### src/kvp_pkg.sv
// Shared types and constants of the section/key/value message parser.
`default_nettype none
package kvp_pkg;

	localparam int SECTION_MAX = 64;
	localparam int KEY_MAX     = 64;
	localparam int VALUE_MAX   = 128;
	localparam int ENTRIES     = 64;

	localparam int CUR_W = 8;
	localparam int POS_W = 7;
	localparam int IDX_W = 6;

	localparam logic [7:0] CH_OPEN  = 8'h7B;
	localparam logic [7:0] CH_CLOSE = 8'h7D;
	localparam logic [7:0] CH_EQ    = 8'h3D;
	localparam logic [7:0] CH_SPACE = 8'h20;
	localparam logic [7:0] CH_DEL   = 8'h80;

	typedef enum logic [2:0] {
		PH_AWAIT_SECTION = 3'd0,
		PH_IN_SECTION    = 3'd1,
		PH_AWAIT_KEY     = 3'd2,
		PH_IN_KEY        = 3'd3,
		PH_AWAIT_VALUE   = 3'd4,
		PH_IN_VALUE      = 3'd5
	} phase_t;

	typedef enum logic [2:0] {
		EV_SECTION_CHAR = 3'd0,
		EV_KEY_CHAR     = 3'd1,
		EV_VALUE_CHAR   = 3'd2,
		EV_SECTION_END  = 3'd3,
		EV_KEY_END      = 3'd4,
		EV_PAIR_DONE    = 3'd5
	} event_t;

	// True for ASCII bytes above the blank (0x21 to 0x7F), the only bytes that open a field.
	function automatic logic starts_field(input logic [7:0] b);
		return (b > CH_SPACE) && (b < CH_DEL);
	endfunction

endpackage
`default_nettype wire

### src/kvp_if.sv
// Request channels of the message parser: input bytes and parse events.
`default_nettype none
interface kvp_in_if;
	logic       valid;
	logic       ready;
	logic       msg_start;
	logic [7:0] data_byte;

	modport source (output valid, output msg_start, output data_byte, input ready);
	modport sink   (input valid, input msg_start, input data_byte, output ready);
endinterface

interface kvp_out_if;
	logic       valid;
	logic       ready;
	logic [2:0] event_kind;
	logic [7:0] char_value;
	logic [6:0] position;
	logic [7:0] field_length;
	logic [5:0] entry_index;
	logic       data_lost;

	modport source (output valid, output event_kind, output char_value, output position,
		output field_length, output entry_index, output data_lost, input ready);
	modport sink   (input valid, input event_kind, input char_value, input position,
		input field_length, input entry_index, input data_lost, output ready);
endinterface
`default_nettype wire

### src/section_keyvalue_message_parser.sv
// Top level of the section/key/value message parser.
`default_nettype none
// Parses text shaped "section{ key=value lines }" one byte per request and
// emits tagged characters, field lengths (trimmed for sections and keys) and
// pair slot indexes. A byte request is taken every cycle while results drain;
// a result is formed as its byte leaves the input register and is held in the
// result register until it is taken. The phase
// machine and its counters update as a byte leaves the input register, so
// each byte sees the state left by the one before it. Bytes that cause no
// result leave nothing in the result register. Assert msg_start with the
// first byte of a message to restart the phase machine and the slot counter.
module section_keyvalue_message_parser (
	input  wire logic clk,
	input  wire logic arst_n,
	kvp_in_if.sink    msg,
	kvp_out_if.source evt
);

	logic       valid_s1;
	logic       start_s1;
	logic [7:0] byte_s1;

	logic       valid_s2;
	logic [2:0] kind_s2;
	logic [7:0] char_s2;
	logic [kvp_pkg::POS_W-1:0] pos_s2;
	logic [7:0] len_s2;
	logic [kvp_pkg::IDX_W-1:0] idx_s2;
	logic       lost_s2;

	kvp_pkg::phase_t phase_q, phase_cur, phase_d;
	logic [kvp_pkg::CUR_W-1:0] cursor_q, cursor_d;
	logic [kvp_pkg::CUR_W-1:0] trim_q, trim_d;
	logic                      kspace_q, kspace_d;
	logic [kvp_pkg::IDX_W-1:0] pair_q, pair_cur, pair_d;

	logic       res_v;
	kvp_pkg::event_t res_kind;
	logic [7:0] res_char;
	logic [kvp_pkg::POS_W-1:0] res_pos;
	logic [7:0] res_len;
	logic [kvp_pkg::IDX_W-1:0] res_idx;
	logic       res_lost;

	logic advance;
	logic [kvp_pkg::CUR_W-1:0] cursor_inc;

	assign advance   = valid_s1 && (!valid_s2 || evt.ready);
	assign msg.ready = !valid_s1 || advance;

	assign phase_cur  = start_s1 ? kvp_pkg::PH_AWAIT_SECTION : phase_q;
	assign pair_cur   = start_s1 ? '0 : pair_q;
	assign cursor_inc = cursor_q + kvp_pkg::CUR_W'(1);

	// Next phase.
	always_comb begin
		phase_d = phase_cur;
		case (phase_cur)
			kvp_pkg::PH_AWAIT_SECTION: begin
				if (kvp_pkg::starts_field(byte_s1))
					phase_d = kvp_pkg::PH_IN_SECTION;
			end
			kvp_pkg::PH_IN_SECTION: begin
				if (byte_s1 == kvp_pkg::CH_OPEN)
					phase_d = kvp_pkg::PH_AWAIT_KEY;
			end
			kvp_pkg::PH_AWAIT_KEY: begin
				if (byte_s1 == kvp_pkg::CH_CLOSE)
					phase_d = kvp_pkg::PH_AWAIT_SECTION;
				else if (kvp_pkg::starts_field(byte_s1))
					phase_d = kvp_pkg::PH_IN_KEY;
			end
			kvp_pkg::PH_IN_KEY: begin
				if (byte_s1 < kvp_pkg::CH_SPACE || byte_s1 == kvp_pkg::CH_EQ)
					phase_d = kvp_pkg::PH_AWAIT_VALUE;
			end
			kvp_pkg::PH_AWAIT_VALUE: begin
				if (kvp_pkg::starts_field(byte_s1))
					phase_d = kvp_pkg::PH_IN_VALUE;
			end
			kvp_pkg::PH_IN_VALUE: begin
				if (byte_s1 < kvp_pkg::CH_SPACE)
					phase_d = kvp_pkg::PH_AWAIT_KEY;
			end
			default: phase_d = kvp_pkg::PH_AWAIT_SECTION;
		endcase
	end

	// Result and counter updates.
	always_comb begin
		res_v    = 1'b0;
		res_kind = kvp_pkg::EV_SECTION_CHAR;
		res_char = '0;
		res_pos  = '0;
		res_len  = '0;
		res_idx  = '0;
		res_lost = 1'b0;
		cursor_d = cursor_q;
		trim_d   = trim_q;
		kspace_d = kspace_q;
		pair_d   = pair_cur;
		case (phase_cur)
			kvp_pkg::PH_AWAIT_SECTION: begin
				if (kvp_pkg::starts_field(byte_s1)) begin
					res_v    = 1'b1;
					res_kind = kvp_pkg::EV_SECTION_CHAR;
					res_char = byte_s1;
					cursor_d = kvp_pkg::CUR_W'(1);
					trim_d   = kvp_pkg::CUR_W'(1);
				end
			end
			kvp_pkg::PH_IN_SECTION: begin
				if (byte_s1 == kvp_pkg::CH_OPEN) begin
					res_v    = 1'b1;
					res_kind = kvp_pkg::EV_SECTION_END;
					res_len  = trim_q;
				end else if (cursor_q < kvp_pkg::CUR_W'(kvp_pkg::SECTION_MAX)) begin
					res_v    = 1'b1;
					res_kind = kvp_pkg::EV_SECTION_CHAR;
					res_char = byte_s1;
					res_pos  = cursor_q[kvp_pkg::POS_W-1:0];
					cursor_d = cursor_inc;
					if (byte_s1 > kvp_pkg::CH_SPACE)
						trim_d = cursor_inc;
				end
			end
			kvp_pkg::PH_AWAIT_KEY: begin
				if (byte_s1 != kvp_pkg::CH_CLOSE && kvp_pkg::starts_field(byte_s1)) begin
					res_v    = 1'b1;
					res_kind = kvp_pkg::EV_KEY_CHAR;
					res_char = byte_s1;
					cursor_d = kvp_pkg::CUR_W'(1);
					kspace_d = 1'b0;
				end
			end
			kvp_pkg::PH_IN_KEY: begin
				if (byte_s1 >= kvp_pkg::CH_SPACE && byte_s1 != kvp_pkg::CH_EQ) begin
					if (cursor_q < kvp_pkg::CUR_W'(kvp_pkg::KEY_MAX)) begin
						res_v    = 1'b1;
						res_kind = kvp_pkg::EV_KEY_CHAR;
						res_char = byte_s1;
						res_pos  = cursor_q[kvp_pkg::POS_W-1:0];
						cursor_d = cursor_inc;
						kspace_d = (byte_s1 == kvp_pkg::CH_SPACE);
					end
				end else begin
					res_v    = 1'b1;
					res_kind = kvp_pkg::EV_KEY_END;
					// Drop one trailing space from the key.
					if (kspace_q && cursor_q != '0)
						res_len = cursor_q - 8'd1;
					else
						res_len = cursor_q;
				end
			end
			kvp_pkg::PH_AWAIT_VALUE: begin
				if (kvp_pkg::starts_field(byte_s1)) begin
					res_v    = 1'b1;
					res_kind = kvp_pkg::EV_VALUE_CHAR;
					res_char = byte_s1;
					cursor_d = kvp_pkg::CUR_W'(1);
				end
			end
			kvp_pkg::PH_IN_VALUE: begin
				if (byte_s1 >= kvp_pkg::CH_SPACE) begin
					if (cursor_q < kvp_pkg::CUR_W'(kvp_pkg::VALUE_MAX)) begin
						res_v    = 1'b1;
						res_kind = kvp_pkg::EV_VALUE_CHAR;
						res_char = byte_s1;
						res_pos  = cursor_q[kvp_pkg::POS_W-1:0];
						cursor_d = cursor_inc;
					end
				end else begin
					res_v    = 1'b1;
					res_kind = kvp_pkg::EV_PAIR_DONE;
					res_len  = cursor_q;
					res_idx  = pair_cur;
					// Wrap the slot counter once the table is full.
					if (pair_cur >= kvp_pkg::IDX_W'(kvp_pkg::ENTRIES - 1)) begin
						pair_d   = '0;
						res_lost = 1'b1;
					end else begin
						pair_d = pair_cur + kvp_pkg::IDX_W'(1);
					end
				end
			end
			default: res_v = 1'b0;
		endcase
	end

	always_ff @(posedge clk or negedge arst_n) begin
		if (!arst_n) begin
			valid_s1 <= 1'b0;
			valid_s2 <= 1'b0;
			phase_q  <= kvp_pkg::PH_AWAIT_SECTION;
			cursor_q <= '0;
			trim_q   <= '0;
			kspace_q <= 1'b0;
			pair_q   <= '0;
		end else begin
			if (msg.ready)
				valid_s1 <= msg.valid;
			if (advance) begin
				phase_q  <= phase_d;
				cursor_q <= cursor_d;
				trim_q   <= trim_d;
				kspace_q <= kspace_d;
				pair_q   <= pair_d;
				valid_s2 <= res_v;
			end else if (evt.ready) begin
				valid_s2 <= 1'b0;
			end
		end
	end

	always_ff @(posedge clk) begin
		if (msg.ready && msg.valid) begin
			start_s1 <= msg.msg_start;
			byte_s1  <= msg.data_byte;
		end
		if (advance && res_v) begin
			kind_s2 <= res_kind;
			char_s2 <= res_char;
			pos_s2  <= res_pos;
			len_s2  <= res_len;
			idx_s2  <= res_idx;
			lost_s2 <= res_lost;
		end
	end

	assign evt.valid        = valid_s2;
	assign evt.event_kind   = kind_s2;
	assign evt.char_value   = char_s2;
	assign evt.position     = pos_s2;
	assign evt.field_length = len_s2;
	assign evt.entry_index  = idx_s2;
	assign evt.data_lost    = lost_s2;

	a_lost_at_last_slot: assert property (@(posedge clk) disable iff (!arst_n)
		valid_s2 && lost_s2 |-> kind_s2 == kvp_pkg::EV_PAIR_DONE
			&& idx_s2 == kvp_pkg::IDX_W'(kvp_pkg::ENTRIES - 1))
		else $error("data_lost without a pair in the last slot");

	a_end_has_no_char: assert property (@(posedge clk) disable iff (!arst_n)
		valid_s2 && (kind_s2 == kvp_pkg::EV_SECTION_END || kind_s2 == kvp_pkg::EV_KEY_END
			|| kind_s2 == kvp_pkg::EV_PAIR_DONE) |-> char_s2 == '0 && pos_s2 == '0)
		else $error("field end carries a character");

	a_stall_only_when_full: assert property (@(posedge clk) disable iff (!arst_n)
		!msg.ready |-> valid_s1 && valid_s2 && !evt.ready)
		else $error("input stalled with room in the pipeline");

	a_cursor_bounded: assert property (@(posedge clk) disable iff (!arst_n)
		cursor_q <= kvp_pkg::CUR_W'(kvp_pkg::VALUE_MAX)
			&& trim_q <= kvp_pkg::CUR_W'(kvp_pkg::SECTION_MAX))
		else $error("field cursor out of range");

endmodule
`default_nettype wire

### src/flat_wrapper.sv
// flat-port wrapper written by rule: the top's interface ports become plain ports
module section_keyvalue_message_parser_flat 
  (clk, arst_n, msg_valid, msg_msg_start, msg_data_byte, msg_ready, evt_valid, evt_event_kind, evt_char_value, evt_position, evt_field_length, evt_entry_index, evt_data_lost, evt_ready);
  kvp_in_if msg_i ();
  kvp_out_if evt_i ();
  input  wire logic clk;
  input  wire logic arst_n;
  input wire logic [$bits(msg_i.valid)-1:0] msg_valid;
  input wire logic [$bits(msg_i.msg_start)-1:0] msg_msg_start;
  input wire logic [$bits(msg_i.data_byte)-1:0] msg_data_byte;
  output wire logic [$bits(msg_i.ready)-1:0] msg_ready;
  output wire logic [$bits(evt_i.valid)-1:0] evt_valid;
  output wire logic [$bits(evt_i.event_kind)-1:0] evt_event_kind;
  output wire logic [$bits(evt_i.char_value)-1:0] evt_char_value;
  output wire logic [$bits(evt_i.position)-1:0] evt_position;
  output wire logic [$bits(evt_i.field_length)-1:0] evt_field_length;
  output wire logic [$bits(evt_i.entry_index)-1:0] evt_entry_index;
  output wire logic [$bits(evt_i.data_lost)-1:0] evt_data_lost;
  input wire logic [$bits(evt_i.ready)-1:0] evt_ready;
  assign msg_i.valid = msg_valid;
  assign msg_i.msg_start = msg_msg_start;
  assign msg_i.data_byte = msg_data_byte;
  assign msg_ready = msg_i.ready;
  assign evt_valid = evt_i.valid;
  assign evt_event_kind = evt_i.event_kind;
  assign evt_char_value = evt_i.char_value;
  assign evt_position = evt_i.position;
  assign evt_field_length = evt_i.field_length;
  assign evt_entry_index = evt_i.entry_index;
  assign evt_data_lost = evt_i.data_lost;
  assign evt_i.ready = evt_ready;
  section_keyvalue_message_parser u_core (.clk(clk), .arst_n(arst_n), .msg(msg_i), .evt(evt_i));
endmodule
### config.mk
export PLATFORM = sky130hd
export DESIGN_NAME = section_keyvalue_message_parser_flat
export DESIGN_NICKNAME = d
export VERILOG_FILES = /design/src/kvp_pkg.sv /design/src/kvp_if.sv /design/src/section_keyvalue_message_parser.sv /design/src/flat_wrapper.sv
export SDC_FILE = /design/constraint.sdc
export NUM_CORES = 1
export LEC_CHECK = 0
export BUFFER_PORTS_ARGS = -buffer_cell sky130_fd_sc_hd__buf_2
export CORE_UTILIZATION = 40
export CTS_BUF_LIST = sky130_fd_sc_hd__clkbuf_4 sky130_fd_sc_hd__clkbuf_8 sky130_fd_sc_hd__clkbuf_16
export DETAILED_ROUTE_END_ITERATION = 8
export PLACE_DENSITY = 0.58
export SLEW_MARGIN = 20
export SYNTH_ARGS = -nofsm -noshare
export SYNTH_HDL_FRONTEND = slang
export SYNTH_SLANG_ARGS = --single-unit
### constraint.sdc
create_clock -name clk -period 3.3 [get_ports clk]
set_input_delay 0.165 -clock clk [delete_from_list [all_inputs] [get_ports clk]]
set_output_delay 0.165 -clock clk [all_outputs]
set_load 0.03 [all_outputs]
-- After elaboration in Yosys (flattened, before gate mapping)
Cells that the tools add are included.
- bits in registers: 70
- output and inout port bits: 35
- logic and storage cells: 137
- mux-type cells: 67
- reduce and logical (&&, ||, !) cells: 23
- bitwise logic cells: 1
- add/sub/neg operators: 3
- equality and inequality tests: 21
- order comparisons: 7
- operators with widths (operator ; count):
    8-bit 2-to-1 mux ; 21
    8-bit one-hot mux with 5 select lines ; 2
    7-bit 2-to-1 mux ; 5
    3-bit 2-to-1 mux ; 10
    6-bit 2-to-1 mux ; 4
    8-bit one-hot mux with 3 select lines ; 1
    7-bit one-hot mux with 3 select lines ; 1
    2-bit by 1-bit != test with 1-bit output, second input constant ; 9
    3-bit one-hot mux with 6 select lines ; 1
    8-bit by 6-bit == test with 1-bit output, second input constant ; 2
    8-bit by 7-bit == test with 1-bit output, second input constant ; 2
    8-bit < comparator, second input constant ; 2
    8-bit one-hot mux with 2 select lines ; 1
    1-bit 2-to-1 mux ; 15
    3-bit one-hot mux with 5 select lines ; 1
    8-bit by 1-bit adder with 8-bit output, second input constant ; 1
    8-bit by 6-bit greater-or-equal comparator with 1-bit output, second input constant ; 1
    8-bit by 6-bit greater-than comparator with 1-bit output, second input constant ; 1
    8-bit by 6-bit < comparator with 1-bit output, second input constant ; 1
    8-bit by 7-bit < comparator with 1-bit output, second input constant ; 1
    8-bit by 6-bit != test with 1-bit output, second input constant ; 1
    8-bit by 7-bit != test with 1-bit output, second input constant ; 1
    8-bit AND reduction ; 1
    8-bit nonzero test ; 1
    20 further kinds ; 36

-- Longest topological paths before layout
Gate-level depths: netlist of the first run.
- word-level depth: 6
- mapped depth: 9
- gate-level depth less buffers: 7

-- Worst setup path after synthesis of the first run
No wires, ideal clock.
- kind: register to register
- start point: reg u_core.start_s1
- end point: reg u_core.char_s2[0], in the netlist u_core.evt.char_value[0] (enable)
- cell stages (with the launch flop): 6
- data arrival time: 2.572 ns
- path slack: 0.325 ns
- path buffers: 1
- path through: edfxtp_1 -> or4b_1 -> buf_2 -> nor4_4 -> nor2_1 -> a41oi_2
- cells in the longest elaborated chain, start to end: 5
- elaborated cells on any way between the ends: 10
- those cells by class: eq/ne (5); mux (2); reduce/logical (3)
- RTL lines (what ; RTL line ; RTL):
    start, declared ; section_keyvalue_message_parser.sv:20 ; logic start_s1;
    start signal, assigned ; section_keyvalue_message_parser.sv:218 ; start_s1 <= msg.msg_start;
    3-bit 2-to-1 mux (*) ; section_keyvalue_message_parser.sv:51 ; assign phase_cur = start_s1 ? kvp_pkg::PH_AWAIT_SECTION : phase_q;
    3-bit == test or 3-bit logical NOT (tied branches) ; section_keyvalue_message_parser.sv:102 ; case (phase_cur)
    2-bit OR reduction (no line) ; -- ;
    1-bit one-hot mux with 5 select lines (*) ; section_keyvalue_message_parser.sv:102 ;
    1-bit logical AND (*) ; section_keyvalue_message_parser.sv:221 ; if (advance && res_v) begin
    end signal, assigned ; section_keyvalue_message_parser.sv:223 ; char_s2 <= res_char;
    end, declared ; section_keyvalue_message_parser.sv:25 ; logic [7:0] char_s2;
Every way passes the cells marked *; elsewhere a longest branch is shown, timed or not.
A chain may end at the register's enable or synchronous reset.

-- Final worst setup path of the first run
- start point: reg u_core.start_s1
- end point: reg u_core.len_s2[5], in the netlist u_core.evt.field_length[5] (enable)
- cells in the longest elaborated chain, start to end: 5
- elaborated cells on any way between the ends: 10
- those cells by class: eq/ne (5); mux (2); reduce/logical (3)
- RTL lines (what ; RTL line ; RTL):
    3-bit 2-to-1 mux (*) ; section_keyvalue_message_parser.sv:51 ;
    3-bit == test or 3-bit logical NOT (tied branches) ; section_keyvalue_message_parser.sv:102 ;
    2-bit OR reduction (no line) ; -- ;
    1-bit one-hot mux with 5 select lines (*) ; section_keyvalue_message_parser.sv:102 ;
    1-bit logical AND (*) ; section_keyvalue_message_parser.sv:221 ;
    end signal, assigned ; section_keyvalue_message_parser.sv:225 ; len_s2 <= res_len;
    end, declared ; section_keyvalue_message_parser.sv:27 ; logic [7:0] len_s2;
Marks and branches as above.

==> impl_results.md, run 1 <==
* Outcome: finished, final reports clean
* Sw Pwr at roughly 810 uW
* CTS sink count at 70
* Tot Pwr at 2560 uW
* PwrDens at 563 nW/um2
* Commonest cells in the netlist: edfxtp_1, nand2_1, nor2_1, dfrtp_1, o21ai_0
* Port Buffers at 47
* Final Hold Fails at 0
* Worst setup SP type: register
* Unrepaired setup endpoints after global routing: false
* Clock Skew at 0.0151 ns
* Syn nets at roughly 360
* Clk_lat worst skew at 0.35 ns
* Slew Viols, Final at 0
* Arrival @ worst endpoint at between 2 and 3 ns
* # setup viols final at 0
* Slew of the pin with the lowest slew margin at 0.711 ns
* Max cap viols at 0
* Multi-input gate area at ~1700 um2
* Yosys top cell by area: edfxtp_1
* Routed len/inst at 17.4 um
* WS Path Type: register to register
* Post-synth ARST share at 0.400
* Mapped Cells at 344
* Reg power frac at 0.438
* Die X at 99.6 um
* Vias in the first global route at around 2900
* Count of flip-flops with a built-in enable after synthesis at 42
* Net Sw Frac at 0.316
* Final RePlAce weighted congestion at 0.948
* Yosys cell types at 74
* H-tree levels at 3
* Avg Cell Area, Syn at between 10 and 15 um2
* Post-synth top flop: edfxtp_1
* DR DRC count at 0
* Std-Cell Core Area at just over 9000 um2
* DR iter-0 viols at a little over 300
* Reg clk slew, reported paths at 0.08 ns
* I/O pin count at between 40 and 50
* HP Class: primary input to register
* Layout area overhead at 19.6%
* # rows at 35
* Combinational fraction of design power at 0.236
* FF+latch area at 1960 um2
* Ys Warns at 0
* Rel. slew slack at 0.526
* Gr ovfl total at 0
* Crit path launch: u_core.start_s1$_DFFE_PP_
* Initial Utilization at 0.412
* DRT antenna net count at 0
* Placed inst area at 4210 um2
* Hold path start: evt_ready
* Seq/Total Area, Yosys at 0.515
* Share of the synthesized area in the top cell type at 0.331
* CTS tree: built
* Clock root cell: clkbuf_8
* Internal at 1750 uW
* Die Area at 9920 um2
* Initial antenna violation count at 0
* Share of cells above drive strength 1 at 0.256
* Top post-synthesis cells by area: edfxtp_1, dfrtp_1, mux2_4, nand2_1, nor2_1
* DRT Pass-1 Iters at 5
* Minimum clock period at between 2 and 3 ns
* CTS max path bufs at 2
* Worst vdd ir at approximately 0.21 mV
* Largest net degree at the start of global routing at 29
* R2R Setup Slk at 0.65 ns
* Netlist Area Pre-Place at 3810 um2
* Clock share of power at 0.326
* CP Max Fanout at 27
* Setup TNS at 0 ns
* NumNets Final at 419
* GRT Util Overall at 0.201
* Number of vias per cell at about 5.6
* Leak Pwr at 0.00182 uW
* First-pass GRT wire length at about 15000 um
* Cts bufs inserted at 9
* Post-detail-place hpwl at 6710 um
* Count leader, synth: edfxtp_1
* WL final at a little over 9000 um
* Flops & latches, synth at 70
* Hold Worst Slack at 0.160 ns
* Worst Path Required at roughly 3.3 ns
* Tcrit/Tclk final at 0.803
* Fin area at ~4600 um2
* Worst R2R Start: u_core.start_s1$_DFFE_PP_
* Die Ht at approximately 100 um
* Number of fillers in the final layout at 852
* CP endpoint kind: register
* Max Freq at 378 MHz
* Vias at 2989
* Antenna Cells at 0
-- area by class of cell --
class                      instances  area share
inverter                           7     0.00576
tap                              129      0.0354
sequential                        70       0.430
multi-input combinational        247       0.382
clock buffer                      10      0.0288
timing repair buffer              67      0.0933
clock inverter                     6      0.0242
-- per-layer routing --
metal,GRT usage,routed length (um)
met5,0,0
met4,0.0724,217
met3,0.0520,464
met2,0.317,4310
met1,0.268,4330
-- power by group through the flow --
stage | combinational, uW | clock, uW | sequential (uW)
2_1_floorplan | 330 | 0 | 1220
3_3_place_gp | 594 | 0 | 1140
3_5_place_dp | 592 | 0 | 1140
4_1_cts | 603 | 859 | 1120
5_1_grt | 658 | 890 | 1140
6_report | 604 | 836 | 1120
-- timing repair --
item                                   4_1_cts  5_1_grt
resized for setup                            0        0
hold buffers                                11        0
endpoints found under the hold margin       38        0
setup buffers                                0        0
-- sequential cells by signal, summed over array words and instances (netlist names), 3 cells and up --
name / flops
u_core.evt.event_kind: 3
u_core.phase_q: 3
u_core.pair_q: 6
u_core.trim_q: 8
u_core.evt.field_length: 8
u_core.cursor_q: 8
u_core.byte_s1: 8
u_core.evt.entry_index: 6
u_core.evt.position: 7
u_core.evt.char_value: 8
-- critical path, stage by stage (launching register included) --
cell       delay, ns
edfxtp_1        0.44
buf_4           0.24
nand4bb_1       0.29
nor3_1          0.40
nand2_1         0.30
a41oi_4         0.43
buf_12          0.24
-- per-stage QoR --
step	std cells	setup WS, ns	utilization
after floorplan	344	0.325	-
after global placement	509	0.740	0.455
after detailed placement	509	0.680	0.455
after CTS	536	0.647	0.493
after global routing	536	0.435	0.493
final	536	0.652	0.493
-- final timing paths --
check | endpoint | cells past startpoint
worst max-delay path | u_core.evt.field_length[5]$_DFFE_PP_ | 6
worst min-delay path | u_core.valid_s1$_DFFE_PN0N_ | 4
worst max register to register | u_core.evt.field_length[5]$_DFFE_PP_ | 6
worst min register to register | u_core.pair_q[1]$_DFFE_PN0P_ | 1
max in group asynchronous | u_core.pair_q[1]$_DFFE_PN0P_ | 2
min in group asynchronous | u_core.trim_q[0]$_DFFE_PN0P_ | 2
-- layout by cell type (no fill, tap or decap), types with 8 or more instances in the layout --
master and count:
buf_4 8, nor2_1 29, nor2b_1 12, edfxtp_1 42, clkbuf_8 9, mux2_4 9, o21ai_0 14, dlygate4sd3_1 11
dfrtp_1 28, nor3_1 9, a21oi_1 8, nand2_1 29, nand3_1 12, buf_2 47, and3_1 10
-- cells by family after synthesis --
logic type / Yosys count / share of synthesized area
buffers and inverters: 27 / 0.0309
AO/OA/AOI/OAI: 78 / 0.165
multiplexers: 13 / 0.0460
XOR/XNOR: 5 / 0.0115
AND/OR/NAND/NOR: 147 / 0.219
adder cells (fa/ha/maj): 4 / 0.0131
flip-flops: 70 / 0.515
Power figures use the tool's default switching activity.
==> inputs of run 2 (changes only) <==
clock period = 2.6 ns   (was 3.3 ns; I/O delays follow)
==> impl_results.md, run 2 (same netlist as run 1, synthesis figures left out) <==
* Rel. slew slack at 0.565 (was 0.526)
* Antenna Cells at 0 (unchanged)
* H-tree levels at 3 (unchanged)
* Arrival @ worst endpoint at 2.43 ns (was 2.69 ns)
* NumNets Final at 428 (was 419)
* Reg clk slew, reported paths at 0.07 ns (was 0.08 ns)
* Post-detail-place hpwl at 6480 um (was 6710 um)
* Outcome: finished, final reports clean (unchanged)
* Slew of the pin with the lowest slew margin at 0.652 ns (was 0.711 ns)
* Final Hold Fails at 0 (unchanged)
* Number of vias per cell at 5.34 (was 5.58)
* Clock Skew at 0.0110 ns (was 0.0151 ns)
* CP endpoint kind: register (unchanged)
* Leak Pwr at 0.00184 uW (was 0.00182 uW)
* Final RePlAce weighted congestion at 0.904 (was 0.948)
* HP Class: primary input to register (unchanged)
* Die X at 99.6 um (unchanged)
* CTS sink count at 70 (unchanged)
* # setup viols final at 0 (unchanged)
* Vias at 2908 (was 2989)
* Hold Worst Slack at 0.0944 ns (was 0.160 ns)
* Layout area overhead at 20.4% (was 19.6%)
* Largest net degree at the start of global routing at 35 (was 29)
* Crit path launch: u_core.start_s1$_DFFE_PP_ (unchanged)
* Die Ht at 99.6 um (unchanged)
* PnR worst setup slack at 0.207 ns (was 0.652 ns)
* Cts bufs inserted at 9 (unchanged)
* CTS max path bufs at 2 (unchanged)
* GRT Util Overall at 0.196 (was 0.201)
* Final Util at 0.496 (was 0.493)
* Share of cells above drive strength 1 at 0.279 (was 0.256)
* Commonest non-fill, non-tap cell in the layout: buf_2 (unchanged)
* Tcrit/Tclk final at 0.920 (was 0.803)
* First-pass GRT wire length at 14800 um (was 15100 um)
* DR DRC count at 0 (unchanged)
* PwrDens at 671 nW/um2 (was 563 nW/um2)
* GRT met2 Usage at 0.306 (was 0.317)
* Routed len/inst at 16.6 um (was 17.4 um)
* Minimum clock period at 2.39 ns (was 2.65 ns)
* DR iter-0 viols at 197 (was 302)
* Port Buffers at 47 (unchanged)
* Die Area at 9920 um2 (unchanged)
* Hold path start: evt_ready (unchanged)
* Worst Path Required at 2.64 ns (was 3.34 ns)
* Initial antenna violation count at 0 (unchanged)
* Clock root cell: clkbuf_8 (unchanged)
* DRT antenna net count at 0 (unchanged)
* Slew Viols, Final at 0 (unchanged)
* Number of fillers in the final layout at 856 (was 852)
* # rows at 35 (unchanged)
* Most frequent cells in the layout: buf_2, edfxtp_1, nand2_1 (was buf_2, edfxtp_1, nand2_1, nor2_1, dfrtp_1)
* I/O pin count at 48 (unchanged)
* Vias in the first global route at 2862 (was 2902)
* R2R Setup Slk at 0.21 ns (was 0.65 ns)
* WS Path Type: register to register (unchanged)
* Clk_lat worst skew at 0.35 ns (about the same)
* Initial Utilization at 0.412 (unchanged)
* Worst setup SP type: register (unchanged)
* Max cap viols at 0 (unchanged)
* GRT busiest layer: met2 (unchanged)
* Worst vdd ir at 0.314 mV (was 0.209 mV)
* Max Freq at 418 MHz (was 378 MHz)
* Dpl ws at 0.144 ns (was 0.680 ns)
* Post-CTS Setup Bufs at 0 (unchanged)
* Met3 usage in global routing at 0.0513 (was 0.0520)
* CP Max Fanout at 34 (was 27)
* CTS tree: built (unchanged)
* DRT Pass-1 Iters at 4 (was 5)
* Gr ovfl total at 0 (unchanged)
* Met1 usage at 0.265 (was 0.268)
* Unrepaired setup endpoints after global routing: false (unchanged)
* WL final at 9020 um (was 9320 um)
* Std-Cell Core Area at 9240 um2 (unchanged)
* Worst R2R Start: u_core.start_s1$_DFFE_PP_ (unchanged)
## run 2: final cells by class
type                            count  area [um2]  area share
Multi-Input combinational cell    247        1750       0.381
Inverter                            7        26.3     0.00573
Tap cell                          129         161      0.0352
Sequential cell                    70        1960       0.428
Clock buffer                       10         131      0.0286
Timing Repair Buffer               76         493       0.107
Clock inverter                      6        63.8      0.0139
## run 2: repair_timing
item                                    4_1_cts  5_1_grt
endpoints found under the setup margin        0       35
resized for setup                             0        1
endpoints found under the hold margin        38        0
hold buffers                                 11        0
## run 2: stage by stage
step | total power (uW) | TNS, ns | area, um2 | std cells
2_1_floorplan | 1970 | -1.79 | 3830 | 344
3_3_place_gp | 2210 | 0 | 4280 | 518
3_5_place_dp | 2220 | 0 | 4280 | 518
4_1_cts | 3100 | 0 | 4580 | 545
5_1_grt | 3230 | 0 | 4590 | 545
6_report | 3080 | 0 | 4590 | 545
## run 2: worst paths after layout
check,end,depth (start not counted)
max,u_core.evt.entry_index[2]$_SDFFCE_PN0P_,6
min,u_core.valid_s1$_DFFE_PN0N_,4
max reg2reg,u_core.evt.entry_index[2]$_SDFFCE_PN0P_,6
min reg2reg,u_core.trim_q[1]$_DFFE_PN0P_,1
max in group asynchronous,u_core.evt.valid$_DFFE_PN0P_,2
min in group asynchronous,u_core.trim_q[3]$_DFFE_PN0P_,2
## run 2: power breakdown
group / internal (uW) / leakage, uW / total [uW] / switching, uW
combinational: 279 / 0.000974 / 810 / 532
sequential: 1320 / 0.000774 / 1400 / 77.7
clock: 452 / 0.0000957 / 867 / 416
## run 2: worst max-delay path, stage by stage, from the launching register on
cell and delay, ns:
edfxtp_1 0.47, buf_4 0.24, nand4bb_1 0.30, nor3_2 0.28, nand2_1 0.26, a41oi_4 0.26, buf_12 0.25
## run 2: layer usage
metal / wire [um] / vias to the layer above
li1: - / 1432
met1: 4200 / 1383
met2: 4240 / 75
met3: 410 / 18
met4: 178 / 0
met5: 0 / -
==> inputs of run 3 (changes only) <==
CORE_UTILIZATION = 28   (was 40)
PLACE_DENSITY = 0.43   (was 0.58)
clock period = 2.5 ns   (was 2.6 ns; I/O delays follow)
==> impl_results.md, run 3 (same netlist as run 1, synthesis figures left out) <==
* Initial antenna violation count at 0 (unchanged)
* Multi-input gate area at 1750 um2 (unchanged)
* # rows at 42 (was 35)
* Unrepaired setup endpoints after global routing: false (unchanged)
* Cts bufs inserted at 9 (unchanged)
* Outcome: finished, final reports clean (unchanged)
* Routed len/inst at 16.8 um (was 16.6 um)
* Vias in the first global route at 3064 (was 2862)
* H-tree levels at 3 (unchanged)
* Worst vdd ir at 0.298 mV (was 0.314 mV)
* Gr ovfl total at 0 (unchanged)
* Antenna Cells at 0 (unchanged)
* Layout area overhead at 26.3% (was 20.4%)
* DR iter-0 viols at 154 (was 197)
* Worst Path Required at 2.54 ns (was 2.64 ns)
* Die Ht at 119 um (was 99.6 um)
* Post-detail-place hpwl at 7360 um (was 6480 um)
* Hold path depth at 4 (unchanged)
* Reg clk slew, reported paths at 0.06 ns (was 0.07 ns)
* Rel. slew slack at 0.515 (was 0.565)
* Max Freq at 425 MHz (was 418 MHz)
* Slew Viols, Final at 0 (unchanged)
* I/O pin count at 48 (unchanged)
* Die Area at 14100 um2 (was 9920 um2)
* Final RePlAce weighted congestion at 0.815 (was 0.904)
* CP endpoint kind: register (unchanged)
* Initial Utilization at 0.288 (was 0.412)
* First-pass GRT wire length at 16300 um (was 14800 um)
* DRT Pass-1 Iters at 5 (was 4)
* Slew of the pin with the lowest slew margin at 0.728 ns (was 0.652 ns)
* R2R Setup Slk at 0.15 ns (was 0.21 ns)
* Max cap viols at 0 (unchanged)
* Leak Pwr at 0.00193 uW (was 0.00184 uW)
* WL final at 10100 um (was 9020 um)
* PnR worst setup slack at 0.147 ns (was 0.207 ns)
* GRT Util Overall at 0.152 (was 0.196)
* Setup TNS at 0 ns (unchanged)
* NumNets Final at 438 (was 428)
* Final Util at 0.363 (was 0.496)
* GRT busiest layer: met2 (unchanged)
* Share of cells above drive strength 1 at 0.293 (was 0.279)
* Port Buffers at 47 (unchanged)
* Tcrit/Tclk final at 0.941 (was 0.920)
* Minimum clock period at 2.35 ns (was 2.39 ns)
* HP Class: primary input to register (unchanged)
* CTS tree: built (unchanged)
* Std-Cell Core Area at 13200 um2 (was 9240 um2)
* Die X at 119 um (was 99.6 um)
* CP Max Fanout at 22 (was 34)
* WS Path Type: register to register (unchanged)
* Worst path cell trace: or4b_2, o21ba_2, o21ai_1, a41oi_4, buf_12 (was buf_4, nand4bb_1, nor3_2, nand2_1, a41oi_4, buf_12)
* CTS max path bufs at 2 (unchanged)
* Post-CTS Setup Bufs at 0 (unchanged)
* Reg2reg path depth at 5 (was 6)
* Met1 usage at 0.209 (was 0.265)
* Clock Skew at 0.00829 ns (was 0.0110 ns)
* Final Hold Fails at 0 (unchanged)
* CP delay by family, top: simple AND/OR/NAND/NOR gates (unchanged)
* CTS sink count at 70 (unchanged)
* Number of fillers in the final layout at 1341 (was 856)
* PwrDens at 732 nW/um2 (was 671 nW/um2)
* Clk_lat worst skew at 0.34 ns (was 0.35 ns)
* CP Buf/Inv Count at 1 (was 2)
* Worst setup SP type: register (unchanged)
* WP depth at 5 (was 6)
* GRT met2 Usage at 0.235 (was 0.306)
* Clock root cell: clkbuf_16 (was clkbuf_8)
* CP max-delay cell: or4b_2 (was edfxtp_1)
* Vias at 2995 (was 2908)
* Dpl ws at 0.172 ns (was 0.144 ns)
* # setup viols final at 0 (unchanged)
* Crit path largest cell delay at 0.73 ns (was 0.47 ns)
* Most frequent cells in the layout: buf_2, edfxtp_1, nand2_1 (unchanged)
* Largest net degree at the start of global routing at 29 (was 35)
* DRT antenna net count at 0 (unchanged)
* Commonest non-fill, non-tap cell in the layout: buf_2 (unchanged)
* Met3 usage in global routing at 0.0290 (was 0.0513)
* DR DRC count at 0 (unchanged)
* FF+latch area at 1960 um2 (unchanged)
* Arrival @ worst endpoint at 2.39 ns (was 2.43 ns)
* Number of vias per cell at 4.98 (was 5.34)
[run 3: cell types whose count changed in the layout (fill, tap and decap cells not counted), sizes merged]
cell	before	now
clkbuf	10	12
clkinvlp	2	1
bufinv	1	0
buf	65	75
[run 3: report_power, final]
| part | leakage (uW) | switching [uW] | internal [uW] |
|---|---|---|---|
| registers | 0.000774 | 66.9 | 1380 |
| logic | 0.00103 | 591 | 317 |
| clock network | 0.000134 | 469 | 701 |
| total | 0.00193 | 1130 | 2390 |
[run 3: cell type report]
class / count / area share
Multi-Input combinational cell: 247 / 0.364
Inverter: 7 / 0.00546
Clock buffer: 12 / 0.0515
Clock inverter: 4 / 0.00520
Tap cell: 176 / 0.0458
Timing Repair Buffer: 86 / 0.121
Sequential cell: 70 / 0.408
[run 3: worst reg2reg max path: cells and delay by family (launching register included)]
kind | cells | cell delay, ns
flops | 1 | 0.44
compound gates | 3 | 0.67
buf+inv | 1 | 0.21
simple gates | 1 | 0.73
[run 3: worst paths after layout]
check,start,to
setup / recovery,u_core.start_s1$_DFFE_PP_,u_core.evt.field_length[6]$_DFFE_PP_
hold / removal,evt_ready,u_core.valid_s1$_DFFE_PN0N_
setup reg to reg,u_core.start_s1$_DFFE_PP_,u_core.evt.field_length[6]$_DFFE_PP_
hold reg to reg,u_core.trim_q[1]$_DFFE_PN0P_,u_core.trim_q[1]$_DFFE_PN0P_
max in group asynchronous,arst_n,u_core.phase_q[2]$_DFFE_PN0P_
min in group asynchronous,arst_n,u_core.pair_q[5]$_DFFE_PN0P_
[run 3: per-layer routing]
| layer | wire length, um | vias up |
|---|---|---|
| li1 | - | 1451 |
| met1 | 5060 | 1471 |
| met2 | 4570 | 61 |
| met3 | 367 | 12 |
| met4 | 144 | 0 |
| met5 | 0 | - |
[run 3: repair_timing]
| item | in CTS | in global routing |
|---|---|---|
| hold buffers | 11 | 0 |
| gates resized for setup | 0 | 1 |
| endpoints found under the hold margin | 38 | 0 |
| setup endpoints to repair | 0 | 1 |
[run 3: stage by stage]
stage	instances	power, uW	hold WS [ns]	area (um2)
2_1_floorplan	344	2050	-0.171	3830
3_3_place_gp	575	2360	0.227	4420
3_5_place_dp	575	2360	0.237	4420
4_1_cts	602	3550	0.102	4810
5_1_grt	602	3690	0.154	4810
6_report	602	3520	0.102	4810
